## config.mk

```make
export PLATFORM = sky130hd
export DESIGN_NAME = counting_semaphore_with_waiter_queue_flat
export DESIGN_NICKNAME = d
export VERILOG_FILES = /design/src/rtl/csw_pkg.sv /design/src/rtl/csw_in_if.sv /design/src/rtl/csw_out_if.sv /design/src/rtl/counting_semaphore_with_waiter_queue.sv /design/src/rtl/csw_cell.sv /design/src/flat_wrapper.sv
export SDC_FILE = /design/constraint.sdc
export NUM_CORES = 1
export LEC_CHECK = 0
export BUFFER_PORTS_ARGS = -buffer_cell sky130_fd_sc_hd__buf_2
export CORE_AREA = 4 4 194 196
export DETAILED_ROUTE_END_ITERATION = 12
export DIE_AREA = 0 0 198 200
export GPL_ROUTABILITY_DRIVEN = 0
export SETUP_SLACK_MARGIN = 0.5
export SKIP_LAST_GASP = 1
export SLEW_MARGIN = 20
export SYNTH_ARGS = -nofsm -noshare
export SYNTH_HDL_FRONTEND = slang
export SYNTH_SLANG_ARGS = --single-unit
```

## constraint.sdc

```tcl
create_clock -name clk -period 4.1 [get_ports clk]
set_input_delay 0.82 -clock clk [delete_from_list [all_inputs] [get_ports clk]]
set_output_delay 0.82 -clock clk [all_outputs]
set_load 0.02 [all_outputs]
```

## src/rtl/csw_pkg.sv

```systemverilog
`timescale 1ns / 1ps
// Shared types and codes for the counting semaphore with waiter queue.
// No dependencies; used by the interfaces, the cell and the top level.
package csw_pkg;

  localparam int OPCODE_W = 3;
  localparam int IN_ID_W  = 8;
  localparam int STATUS_W = 4;
  localparam int COUNT_W  = 31;
  localparam int WCOUNT_W = 5;

  localparam logic signed [31:0] BALANCE_TOP    = 32'sh7FFF_FFFF;
  localparam logic signed [31:0] BALANCE_BOTTOM = 32'sh8000_0000;

  typedef enum logic [OPCODE_W-1:0] {
    OP_SIGNAL  = 3'd0,
    OP_TRYWAIT = 3'd1,
    OP_WAIT    = 3'd2,
    OP_TIMEOUT = 3'd3,
    OP_RELEASE = 3'd4
  } opcode_t;

  typedef enum logic [STATUS_W-1:0] {
    ST_GRANTED     = 4'd0,
    ST_UNAVAILABLE = 4'd1,
    ST_QUEUED      = 4'd2,
    ST_TIMEDOUT    = 4'd3,
    ST_ALREADY     = 4'd4,
    ST_SIGNALLED   = 4'd5,
    ST_FULL        = 4'd6,
    ST_OVERFLOW    = 4'd7,
    ST_RELEASED    = 4'd8
  } status_t;

  typedef enum logic {
    S_IDLE = 1'b0,
    S_EXEC = 1'b1
  } state_t;

  // Broadcast controls from the sequencer to every queue cell.
  typedef struct packed {
    logic capture;  // latch id compare for a new request
    logic pop;      // whole queue shifts toward the head
    logic remove;   // cells at or behind the first match shift
    logic append;   // tail cell takes the request id
  } cell_ctrl_t;

endpackage

```

## src/rtl/csw_in_if.sv

```systemverilog
`timescale 1ns / 1ps
// Request channel: valid/ready handshake with opcode and waiter id.
// Depends on csw_pkg.
interface csw_in_if;
  logic                          valid;
  logic                          ready;
  logic [csw_pkg::OPCODE_W-1:0]  opcode;
  logic [csw_pkg::IN_ID_W-1:0]   waiter_id;

  modport source (output valid, opcode, waiter_id, input ready);
  modport sink   (input valid, opcode, waiter_id, output ready);
endinterface

```

## src/rtl/csw_out_if.sv

```systemverilog
`timescale 1ns / 1ps
// Result channel: valid/ready handshake with status, woken waiter and counts.
// Depends on csw_pkg.
interface csw_out_if;
  logic                          valid;
  logic                          ready;
  logic [csw_pkg::STATUS_W-1:0]  status;
  logic                          woken_valid;
  logic [csw_pkg::IN_ID_W-1:0]   woken_id;
  logic [csw_pkg::COUNT_W-1:0]   event_count;
  logic [csw_pkg::WCOUNT_W-1:0]  waiting_count;
  logic                          last;

  modport source (output valid, status, woken_valid, woken_id, event_count,
                  waiting_count, last, input ready);
  modport sink   (input valid, status, woken_valid, woken_id, event_count,
                  waiting_count, last, output ready);
endinterface

```

## src/rtl/counting_semaphore_with_waiter_queue.sv

```systemverilog
`timescale 1ns / 1ps
// Counting semaphore with a FIFO of waiter ids, built on a row of queue cells.
// Depends on csw_pkg, csw_in_if, csw_out_if and csw_cell.
//
// Usage:
//  - in_chan carries requests (opcode, waiter_id); out_chan carries results.
//    Both use valid/ready; a transfer happens when both are high.
//  - Every request gives one result, except release with N queued waiters,
//    which gives N results (one per woken id); last marks the final one.
//  - A request's id compare is latched at the accept edge; the update step
//    then changes balance and queue and loads the output register once the
//    output register is free. A new request is taken only after the last
//    update step of the previous one; release with N waiters takes one
//    update step per woken id, since the cell row shifts by one slot per step.
//  - in_chan.ready is high whenever no request is in work, also while the
//    previous result still sits in the output register.
//  - A stalled out_chan holds the result; the update step waits until the
//    output register is free, so nothing is dropped or repeated.
//  - Reset (rst_n low, synchronous) clears the balance, the queue length and
//    the output valid; cell contents are don't-care until written.
//  - Full queue and balance overflow give a status code and change nothing.
module counting_semaphore_with_waiter_queue #(
  parameter int MAX_WAITERS = 16,
  parameter int ID_WIDTH    = 8
) (
  input  logic     clk,
  input  logic     rst_n,
  csw_in_if.sink   in_chan,
  csw_out_if.source out_chan
);
  import csw_pkg::*;

  localparam int LenW = $clog2(MAX_WAITERS + 1);

  // control state
  state_t                   state_r, state_nxt;
  logic signed [31:0]       bal_r, bal_nxt;
  logic [LenW-1:0]          len_r, len_nxt;
  logic                     out_valid_r;

  // captured request
  logic [OPCODE_W-1:0]      op_r;
  logic [ID_WIDTH-1:0]      id_r;
  logic [ID_WIDTH+IN_ID_W-1:0] req_ext;

  // output payload registers
  logic [STATUS_W-1:0]      out_status_r;
  logic                     out_wv_r;
  logic [IN_ID_W-1:0]       out_wid_r;
  logic [COUNT_W-1:0]       out_count_r;
  logic [WCOUNT_W-1:0]      out_wcount_r;
  logic                     out_last_r;

  // step results
  status_t                  st;
  logic                     wv;
  logic                     last;
  logic                     pop;
  logic                     rem;
  logic                     app;
  logic                     go;
  logic                     out_free;
  logic                     in_fire;
  logic                     found;
  logic [COUNT_W-1:0]       count_nxt;
  logic [LenW+WCOUNT_W-1:0] wc_ext;
  logic [ID_WIDTH+IN_ID_W-1:0] wid_ext;

  // cell row
  cell_ctrl_t               ctrl;
  logic [ID_WIDTH-1:0]      ids  [MAX_WAITERS];
  logic                     hits [MAX_WAITERS+1];

  assign in_fire  = in_chan.valid && in_chan.ready;
  assign in_chan.ready = (state_r == S_IDLE);
  assign out_free = !out_valid_r || out_chan.ready;
  assign go       = (state_r == S_EXEC) && out_free;

  // only the low ID_WIDTH bits of the id take part
  assign req_ext  = {{ID_WIDTH{1'b0}}, in_chan.waiter_id};

  // compare uses the incoming id at accept; later steps use the stored one
  assign ctrl.capture = in_fire;
  assign ctrl.pop     = go && pop;
  assign ctrl.remove  = go && rem;
  assign ctrl.append  = go && app;

  assign hits[0] = 1'b0;
  assign found   = hits[MAX_WAITERS];

  for (genvar g = 0; g < MAX_WAITERS; g++) begin : g_cell
    logic [ID_WIDTH-1:0] nb_id;
    logic [ID_WIDTH-1:0] cmp_id;
    if (g == MAX_WAITERS - 1) begin : g_end
      assign nb_id = ids[g];
    end else begin : g_mid
      assign nb_id = ids[g+1];
    end
    assign cmp_id = in_fire ? req_ext[ID_WIDTH-1:0] : id_r;
    csw_cell #(.ID_WIDTH(ID_WIDTH)) u_cell (
      .clk      (clk),
      .rst_n    (rst_n),
      .ctrl     (ctrl),
      .req_id   (cmp_id),
      .occupied (LenW'(g) < len_r),
      .at_tail  (len_r == LenW'(g)),
      .next_id  (nb_id),
      .hit_in   (hits[g]),
      .hit_out  (hits[g+1]),
      .id_q     (ids[g])
    );
  end

  // request capture
  always_ff @(posedge clk) begin
    if (in_fire) begin
      op_r <= in_chan.opcode;
      id_r <= req_ext[ID_WIDTH-1:0];
    end
  end

  // update step: balance, queue control and result fields
  always_comb begin
    bal_nxt = bal_r;
    len_nxt = len_r;
    st      = ST_UNAVAILABLE;
    wv      = 1'b0;
    last    = 1'b1;
    pop     = 1'b0;
    rem     = 1'b0;
    app     = 1'b0;
    case (op_r)
      OP_SIGNAL: begin
        if (bal_r == BALANCE_TOP) begin
          st = ST_OVERFLOW;
        end else begin
          st      = ST_SIGNALLED;
          bal_nxt = bal_r + 32'sd1;
          if (bal_r < 0 && len_r != '0) begin
            pop     = 1'b1;
            wv      = 1'b1;
            len_nxt = len_r - LenW'(1);
          end
        end
      end
      OP_TRYWAIT: begin
        if (bal_r > 0) begin
          st      = ST_GRANTED;
          bal_nxt = bal_r - 32'sd1;
        end
      end
      OP_WAIT: begin
        if (bal_r > 0) begin
          st      = ST_GRANTED;
          bal_nxt = bal_r - 32'sd1;
        end else if (len_r >= LenW'(MAX_WAITERS)) begin
          st = ST_FULL;
        end else if (bal_r == BALANCE_BOTTOM) begin
          st = ST_OVERFLOW;
        end else begin
          st      = ST_QUEUED;
          bal_nxt = bal_r - 32'sd1;
          app     = 1'b1;
          len_nxt = len_r + LenW'(1);
        end
      end
      OP_TIMEOUT: begin
        if (found) begin
          st      = ST_TIMEDOUT;
          rem     = 1'b1;
          len_nxt = len_r - LenW'(1);
          if (bal_r != BALANCE_TOP) begin
            bal_nxt = bal_r + 32'sd1;
          end
        end else begin
          st = ST_ALREADY;
        end
      end
      OP_RELEASE: begin
        st      = ST_RELEASED;
        bal_nxt = '0;
        if (len_r != '0) begin
          pop     = 1'b1;
          wv      = 1'b1;
          len_nxt = len_r - LenW'(1);
          last    = (len_r == LenW'(1));
        end
      end
      default: begin
        st = ST_UNAVAILABLE;
      end
    endcase
  end

  assign count_nxt = (bal_nxt > 0) ? bal_nxt[COUNT_W-1:0] : '0;
  assign wc_ext    = {{WCOUNT_W{1'b0}}, len_nxt};
  assign wid_ext   = {{IN_ID_W{1'b0}}, ids[0]};

  // sequencer
  always_comb begin
    state_nxt = state_r;
    case (state_r)
      S_IDLE: begin
        if (in_fire) begin
          state_nxt = S_EXEC;
        end
      end
      S_EXEC: begin
        if (go && last) begin
          state_nxt = S_IDLE;
        end
      end
      default: begin
        state_nxt = S_IDLE;
      end
    endcase
  end

  always_ff @(posedge clk) begin
    if (!rst_n) begin
      state_r     <= S_IDLE;
      bal_r       <= '0;
      len_r       <= '0;
      out_valid_r <= 1'b0;
    end else begin
      state_r <= state_nxt;
      if (go) begin
        bal_r       <= bal_nxt;
        len_r       <= len_nxt;
        out_valid_r <= 1'b1;
      end else if (out_chan.ready) begin
        out_valid_r <= 1'b0;
      end
    end
  end

  always_ff @(posedge clk) begin
    if (go) begin
      out_status_r <= st;
      out_wv_r     <= wv;
      out_wid_r    <= wv ? wid_ext[IN_ID_W-1:0] : '0;
      out_count_r  <= count_nxt;
      out_wcount_r <= wc_ext[WCOUNT_W-1:0];
      out_last_r   <= last;
    end
  end

  assign out_chan.valid         = out_valid_r;
  assign out_chan.status        = out_status_r;
  assign out_chan.woken_valid   = out_wv_r;
  assign out_chan.woken_id      = out_wid_r;
  assign out_chan.event_count   = out_count_r;
  assign out_chan.waiting_count = out_wcount_r;
  assign out_chan.last          = out_last_r;

  // queue length never exceeds the cell count
  a_len_bound: assert property (@(posedge clk) disable iff (!rst_n)
    len_r <= LenW'(MAX_WAITERS))
    else $error("queue length beyond cell count");

  // each release step with queued waiters wakes exactly one waiter
  a_release_pop: assert property (@(posedge clk) disable iff (!rst_n)
    (go && op_r == OP_RELEASE && len_r != '0) |=> (len_r == $past(len_r) - LenW'(1)))
    else $error("release did not pop one waiter");

  // a woken id only comes with signal or release
  a_woken_status: assert property (@(posedge clk) disable iff (!rst_n)
    (go && wv) |-> (st == ST_SIGNALLED || st == ST_RELEASED))
    else $error("woken waiter with wrong status");

  // a negative balance always has queued waiters behind it
  a_balance_queue: assert property (@(posedge clk) disable iff (!rst_n)
    (bal_r < 0) |-> (len_r != '0))
    else $error("negative balance with empty queue");

endmodule

```

## src/rtl/csw_cell.sv

```systemverilog
`timescale 1ns / 1ps
// One slot of the waiter queue: holds an id, compares it to a request and
// shifts from its neighbor behind it. Depends on csw_pkg.
module csw_cell #(
  parameter int ID_WIDTH = 8
) (
  input  logic                 clk,
  input  logic                 rst_n,
  input  csw_pkg::cell_ctrl_t  ctrl,
  input  logic [ID_WIDTH-1:0]  req_id,
  input  logic                 occupied,
  input  logic                 at_tail,
  input  logic [ID_WIDTH-1:0]  next_id,
  input  logic                 hit_in,
  output logic                 hit_out,
  output logic [ID_WIDTH-1:0]  id_q
);
  import csw_pkg::*;

  logic [ID_WIDTH-1:0] id_r;
  logic [ID_WIDTH-1:0] id_nxt;
  logic                match_r;
  logic                shift;

  // first match ripples down the row: every cell from it on closes the gap
  assign hit_out = hit_in | match_r;
  assign shift   = ctrl.pop | (ctrl.remove & hit_out);
  assign id_q    = id_r;

  always_comb begin
    if (shift) begin
      id_nxt = next_id;
    end else if (ctrl.append && at_tail) begin
      id_nxt = req_id;
    end else begin
      id_nxt = id_r;
    end
  end

  always_ff @(posedge clk) begin
    id_r <= id_nxt;
  end

  always_ff @(posedge clk) begin
    if (!rst_n) begin
      match_r <= 1'b0;
    end else if (ctrl.capture) begin
      match_r <= occupied && (id_r == req_id);
    end
  end

endmodule
```

## src/flat_wrapper.sv

```systemverilog
// flat-port wrapper written by rule: the top's interface ports become plain ports
module counting_semaphore_with_waiter_queue_flat import csw_pkg::*;
#(
  parameter int MAX_WAITERS = 16,
  parameter int ID_WIDTH    = 8
)
  (clk, rst_n, in_chan_valid, in_chan_opcode, in_chan_waiter_id, in_chan_ready, out_chan_valid, out_chan_status, out_chan_woken_valid, out_chan_woken_id, out_chan_event_count, out_chan_waiting_count, out_chan_last, out_chan_ready);
  csw_in_if in_chan_i ();
  csw_out_if out_chan_i ();
  input  logic clk;
  input  logic rst_n;
  input wire logic [$bits(in_chan_i.valid)-1:0] in_chan_valid;
  input wire logic [$bits(in_chan_i.opcode)-1:0] in_chan_opcode;
  input wire logic [$bits(in_chan_i.waiter_id)-1:0] in_chan_waiter_id;
  output wire logic [$bits(in_chan_i.ready)-1:0] in_chan_ready;
  output wire logic [$bits(out_chan_i.valid)-1:0] out_chan_valid;
  output wire logic [$bits(out_chan_i.status)-1:0] out_chan_status;
  output wire logic [$bits(out_chan_i.woken_valid)-1:0] out_chan_woken_valid;
  output wire logic [$bits(out_chan_i.woken_id)-1:0] out_chan_woken_id;
  output wire logic [$bits(out_chan_i.event_count)-1:0] out_chan_event_count;
  output wire logic [$bits(out_chan_i.waiting_count)-1:0] out_chan_waiting_count;
  output wire logic [$bits(out_chan_i.last)-1:0] out_chan_last;
  input wire logic [$bits(out_chan_i.ready)-1:0] out_chan_ready;
  assign in_chan_i.valid = in_chan_valid;
  assign in_chan_i.opcode = in_chan_opcode;
  assign in_chan_i.waiter_id = in_chan_waiter_id;
  assign in_chan_ready = in_chan_i.ready;
  assign out_chan_valid = out_chan_i.valid;
  assign out_chan_status = out_chan_i.status;
  assign out_chan_woken_valid = out_chan_i.woken_valid;
  assign out_chan_woken_id = out_chan_i.woken_id;
  assign out_chan_event_count = out_chan_i.event_count;
  assign out_chan_waiting_count = out_chan_i.waiting_count;
  assign out_chan_last = out_chan_i.last;
  assign out_chan_i.ready = out_chan_ready;
  counting_semaphore_with_waiter_queue #(.MAX_WAITERS(MAX_WAITERS), .ID_WIDTH(ID_WIDTH)) u_core (.clk(clk), .rst_n(rst_n), .in_chan(in_chan_i), .out_chan(out_chan_i));
endmodule
```

==> results of run 1 <==
## synthesized netlist by cell type, types with 4 or more instances
master     number  area share [%]
a311oi_1        6            0.37
nor2_1        156             4.1
o211ai_1        8            0.42
a22oi_1         7            0.37
buf_4          13            0.69
nor4_1         36             1.6
xor2_1         54             3.3
nand2_1       154             4.1
o211a_1         4            0.28
inv_1          28            0.74
and3_1         15            0.66
o31ai_1         6            0.32
xnor2_1        80             4.9
a31oi_1        17            0.75
and2_1         16            0.70
nor3b_1         4            0.21
o22ai_1         8            0.35
a21oi_4        10             1.1
nor3_2         14            0.99
nand2b_1        6            0.26
a2111oi_0       5            0.31
buf_6           4            0.32
nor3_1         29             1.0
buf_2          24            0.84
o2111ai_1       5            0.31
a211oi_2        6            0.53
o21ai_0       112             3.9
nor2_2          4            0.18
or2_2           8            0.35
ha_1            8            0.70
o221ai_1        6            0.37
edfxtp_1      181              38
or3_1          17            0.75
a211oi_1       16            0.84
nand4_1        33             1.5
mux2i_1         9            0.63
dfxtp_1        63             8.9
o21ai_1         9            0.32
nand3_1        22            0.77
clkbuf_1       69             1.8
a221oi_1        4            0.25
nor2b_1         5            0.22
or4_1           6            0.32
a21oi_1       140             4.9
a21o_1          6            0.32
## flip-flops by register name (all words and copies together), names as in the netlist
register and count:
u_core.state_r 1, u_core.out_chan.woken_valid 1, u_core.out_chan.valid 1, u_core.g_cell.u_cell.match_r 16, u_core.out_chan.event_count 31, u_core.op_r 3, u_core.bal_r 32, u_core.out_chan.waiting_count 5
u_core.out_chan.woken_id 8, u_core.out_chan.last 1, u_core.id_r 8, u_core.len_r 5, u_core.g_cell.u_cell.id_q 128, u_core.out_chan.status 4
## layer usage
layer	track usage, %	wire length [um]
met5	0	0
met4	7.22	1580
met3	3.56	2880
met2	34.7	19900
met1	26.8	17400
## power by group
| group | switching (mW) | total (mW) | internal (mW) | leakage (nW) |
|---|---|---|---|---|
| registers | 0.0724 | 2.85 | 2.78 | 2.17 |
| clock network | 1.08 | 2.63 | 1.55 | 0.481 |
| logic | 0.819 | 1.26 | 0.440 | 3.01 |
## kinds of logic after synthesis
kind of cell             Yosys count
multiplexers                      10
XOR/XNOR                         134
buffers and inverters            142
adder cells (fa/ha/maj)           10
flip-flops                       244
AO/OA/AOI/OAI                    419
AND/OR/NAND/NOR                  546
## through the flow
stage / utilization [%] / setup slack [ns] / hold WS, ns
finish: 44.9 / 0.635 / 0.453
global route: 44.9 / 0.508 / 0.430
CTS: 44.8 / 0.590 / 0.440
detailed placement: 42.1 / 0.473 / 0.445
global placement: 42.1 / 0.586 / 0.443
floorplan: - / 0.582 / 0.431
## cell type report
class                           instances  area (um^2)
Fill cell                            3446        19900
Tap cell                              468          586
Clock buffer                           38          790
Clock inverter                         16          179
Multi-Input combinational cell       1119         7010
Timing Repair Buffer                  128          821
Sequential cell                       244         6700
Inverter                               29          110
## placed cells by master (no fill, tap or decap), drive strengths merged, types with 15 or more instances in the layout
cell type	Yosys	routed
xor2	54	54
and3	15	15
nand4	34	34
nand2	155	155
nor4	42	42
and2	16	16
buf	44	128
a211oi	22	22
dfxtp	63	63
nand3	23	23
o21ai	124	124
xnor2	80	80
inv	28	30
or3	17	17
nor2	160	160
clkbuf	69	38
a21oi	151	151
nor3	43	43
edfxtp	181	181
a31oi	17	17
## worst max path at each step
stage | end | depth (start not counted) | from | slack [ns]
floorplan | u_core.out_chan.event_count[0]$_SDFFCE_PP0P_ | 5 | out_chan_ready | 0.58
global placement | u_core.out_chan.event_count[11]$_SDFFCE_PP0P_ | 9 | u_core.bal_r[5]$_SDFFE_PN0P_ | 0.59
detailed placement | u_core.out_chan.event_count[11]$_SDFFCE_PP0P_ | 9 | u_core.bal_r[16]$_SDFFE_PN0P_ | 0.47
CTS | u_core.g_cell[3].u_cell.id_q[2]$_DFFE_PP_ | 9 | u_core.bal_r[1]$_SDFFE_PN0P_ | 0.59
global route | u_core.out_chan.event_count[15]$_SDFFCE_PP0P_ | 11 | u_core.bal_r[1]$_SDFFE_PN0P_ | 0.51
finish | u_core.out_chan.event_count[1]$_SDFFCE_PP0P_ | 10 | u_core.bal_r[1]$_SDFFE_PN0P_ | 0.64
## worst reg2reg max path, delay by kind of cell, from the launching register on
family	cells	cell delay, ns
compound gates	5	1.18
buf+inv	1	0.16
simple gates	3	1.20
fa+ha+maj	1	0.23
flops	1	0.43
## timing repair
| action | CTS | global route |
|---|---|---|
| setup endpoints to repair | 18 | 74 |
| setup buffers | 1 | 1 |
| gates resized for setup | 0 | 6 |
| pin swaps | 1 | 1 |
==> results.toml, run 1 <==
[routing]
wl_um = 41800
detail-route-antenna-nets = 0
drcViolationCount = 0
via_per_inst = 5.85
drtIter0Drc = 1136
wire_per_inst_um = 20.5
drtPass1Iterations = 5
dr_total_vias = 11900

[clock_network]
tritoncts = "built"
cts_buffers = 29
clk_pin_slew_ns = 0.06
worstSkewPairLatency_ns = 0.58
clockBufferDepth = 3
cts-root-buf = "clkbuf_16"
htreeDepth = 1
cts_hold_buf = 0
cts_sinks = 244

[grt]
grt_pass1_vias = 11300
grt_overflow_total = 0
grt_pass1_wl_um = 64900
antenna_found_initial = 0
gr-usage-all-layers_pct = 20.6
grt_max_degree = 39

[synth]
yosysSeqAreaShare_pct = 47.1
synth_xor_area_share_pct = 8.25
syn_nets = 1528
synth_compound_area_share_pct = 19.3
yosysWarnings = 0
synth-simple-area-share_pct = 19.3
postSynthCellCount = 1505
synthMuxAreaShare_pct = 0.713
ys.flop_type = "edfxtp_1"
syn_area_um2 = 14200
synth-adder-area-share_pct = 0.853
ys_seq_elements = 244
synth_top_family_by_area = "simple AND/OR/NAND/NOR gates"
yosysUniqueCellTypes = 91
async_flop_share_pct = 0
synth-edff-count = 181
syn_avg_cell_area_um2 = 9.45

[finish]
syn_to_final_growth_pct = 13.9
nets = 1574
post_route_cells_drive_above_1_share_pct = 16.1
stdcell_count = 2042
final_area_um2 = 16200
antenna_cells = 0

[sta]
clock_skew_ns = 0.0215
grt_setup_unrepaired = "no"
setup_viol = 0
period_minus_slack_ns = 3.46
slew_headroom_pct = 23.8
worst_pin_slew_ns = 1.14
period_share_pct = 84.5
tns_ns = 0
fmax_ghz = 0.289
final_max_slew_viol_count = 0
hold_violations = 0

[hold_path]
min_to = "u_core.op_r[0]$_DFFE_PP_"
hp-start = "in_chan_opcode[0]"
holdPathStages = 1
hold_class = "in2reg"

[floorplan]
dieArea_um2 = 39600
die_h_um = 200
ioPinCount = 67
coreArea_um2 = 36100
die_w_um = 198
row_count = 70
initial_core_util_pct = 39.4

[placed_design]
dpl-instance-area_um2 = 15200
io_buffers = 66
dp_cells = 1986
hpwlAfterDp_um = 30500

[setup_path]
start_kind = "flip-flop"
critical_path.max_stage_delay_ns = 0.51
r2r_end = "u_core.out_chan.event_count[1]$_SDFFCE_PP0P_"
critPathMaxFanout = 12
critical_path.top_delay_family = "simple AND/OR/NAND/NOR gates"
crit_top_cell = "o21ai_1"
critPathArrivalTime_ns = 3.77
crit_chain = "inv_1 -> ha_1 -> nor4b_1 -> and4_1 -> a31oi_1 -> o21ai_1 -> and2_1 -> o21ai_1 -> o21ai_0 -> a21oi_1"
reg2reg_depth = 10
criticalPathCategory = "reg2reg"
critPathBufInv = 1
r2r_slack_ns = 0.64
slowest_stage = "and2_1"
required_ns = 4.40
regToRegStartpoint = "u_core.bal_r[1]$_SDFFE_PN0P_"
endpoint_kind = "flip-flop"

[pwr]
ir_worst_vdd_v = 0.000348
total_power_mw = 6.73
power_density_nw_per_um2 = 416
p_leak_nw = 5.67

[flow_run]
drv_cap = 0

[outcome]
outcome = "finished, final reports clean"
Power figures use the tool's default switching activity.
==> inputs of run 2 (changes only) <==
- clock period: 4.1 -> 3 ns (I/O delays scaled with it)
==> results.toml, run 2 (same netlist as run 1, synthesis figures left out) <==
[hold_path]
hp-start = "in_chan_opcode[0]"
hold_class = "in2reg"

[finish]
final_area_um2 = 18900
utilization_pct = 52.5
syn_to_final_growth_pct = 33.1
post_route_cells_drive_above_1_share_pct = 34.1
final.fill_count = 3190
nets = 1742
layout_common_cells = "182 x buf_4, 181 x edfxtp_1, 142 x nor2_1"
final_common_cell = "buf_4"
antenna_cells = 0
stdcell_count = 2208
largest_reg_flops = 128

[grt]
antenna_found_initial = 1
gr-usage-all-layers_pct = 22.2
grt_overflow_total = 0
grt_pass1_vias = 12400
grt_max_degree = 61
grt_pass1_wl_um = 69600

[routing]
wl_um = 46700
drtIter0Drc = 1236
dr_total_vias = 13000
via_per_inst = 5.90
drcViolationCount = 0
wire_per_inst_um = 21.2
detail-route-antenna-nets = 0
drtPass1Iterations = 5

[clock_network]
htreeDepth = 1
cts_sinks = 244
clockBufferDepth = 3
cts_buffers = 27
cts-root-buf = "clkbuf_16"
cts_hold_buf = 0
tritoncts = "built"
clk_pin_slew_ns = 0.06
worstSkewPairLatency_ns = 0.57

[setup_path]
startpoint = "u_core.bal_r[12]$_SDFFE_PN0P_"
critPathBufInv = 3
regToRegStartpoint = "u_core.bal_r[12]$_SDFFE_PN0P_"
criticalPathCategory = "reg2reg"
critical_path.max_stage_delay_ns = 0.41
critPathArrivalTime_ns = 3.03
endpoint_kind = "flip-flop"
critPathMaxFanout = 8
slowest_stage = "nor4_4"
start_kind = "flip-flop"
critical_path.top_delay_family = "simple AND/OR/NAND/NOR gates"
crit_chain = "nor4_4 -> nand4_1 -> buf_6 -> nor2_4 -> xnor2_4 -> or3_4 -> nor3_4 -> inv_2 -> o21ai_4 -> buf_12"
required_ns = 3.29
r2r_slack_ns = 0.26

[sta]
worst_pin_slew_ns = 0.943
hold_violations = 0
period_minus_slack_ns = 2.74
grt_setup_unrepaired = "yes"
slew_headroom_pct = 37.0
period_share_pct = 91.3
clock_skew_ns = 0.0156
final_max_slew_viol_count = 0
whs_ns = 0.229
fmax_ghz = 0.365
setup_viol = 0
tns_ns = 0

[floorplan]
coreArea_um2 = 36100
die_w_um = 198
row_count = 70
initial_core_util_pct = 39.4
ioPinCount = 67
dieArea_um2 = 39600
die_h_um = 200

[placed_design]
dpl-instance-area_um2 = 16100
io_buffers = 66
dp_cells = 2060
hpwlAfterDp_um = 32100

[flow_run]
drv_cap = 0

[pwr]
power_density_nw_per_um2 = 504
p_leak_nw = 6.85
ir_worst_vdd_v = 0.000517

[outcome]
outcome = "finished, final reports clean"
-- run 2: cell count changes in the layout (fill, tap and decap cells not counted), moves of 12 or more --
cell     before  now
buf_12        2   16
buf_4        60  182
buf_6         0   26
dfxtp_1      63   40
dfxtp_2       0   18
nand2_1     153  131
nand2_4       0   13
nor2_1      156  142
o21ai_0     111   99
-- run 2: what timing repair did --
item                       4_1_cts  5_1_grt
gates cloned                     2        3
buffers inserted                49       44
setup endpoints to repair      294      319
pin swaps                       38       76
gates resized for setup        104      154
-- run 2: power breakdown --
part	leakage (nW)	internal [mW]	total (mW)	switching, mW
combinational	4.22	0.921	2.28	1.36
sequential	2.18	3.79	3.87	0.0773
clock	0.449	2.00	3.39	1.40
total	6.85	6.71	9.54	2.83
-- run 2: area by class of cell --
| class | count | area [um^2] | area share (%) |
|---|---|---|---|
| clock inverter | 19 | 205 | 1.08 |
| multi-input combinational | 1120 | 8160 | 43.1 |
| sequential | 244 | 6740 | 35.6 |
| timing repair buffer | 297 | 2440 | 12.9 |
| tap | 468 | 586 | 3.09 |
| inverter | 29 | 115 | 0.608 |
| clock buffer | 31 | 691 | 3.65 |
-- run 2: per-stage QoR --
stage               power, mW  setup WS, ns
finish                   9.54         0.261
global route             9.91         0.170
CTS                      9.38         0.314
detailed placement       5.81        0.0259
global placement         5.80       0.00937
floorplan                5.14         0.270
-- run 2: worst paths after layout --
kind | to | cells after the start
max | u_core.g_cell[5].u_cell.id_q[7]$_DFFE_PP_ | 10
min | u_core.op_r[0]$_DFFE_PP_ | 1
max reg2reg | u_core.g_cell[5].u_cell.id_q[7]$_DFFE_PP_ | 10
min reg2reg | u_core.g_cell[3].u_cell.match_r$_SDFFE_PN0P_ | 2
-- run 2: layer usage --
layer / track usage [%] / part of all wire [%]
met4: 8.82 / 5.4
met1: 27.7 / 39
met3: 3.44 / 6.9
met5: 0 / 0.024
met2: 38.6 / 49
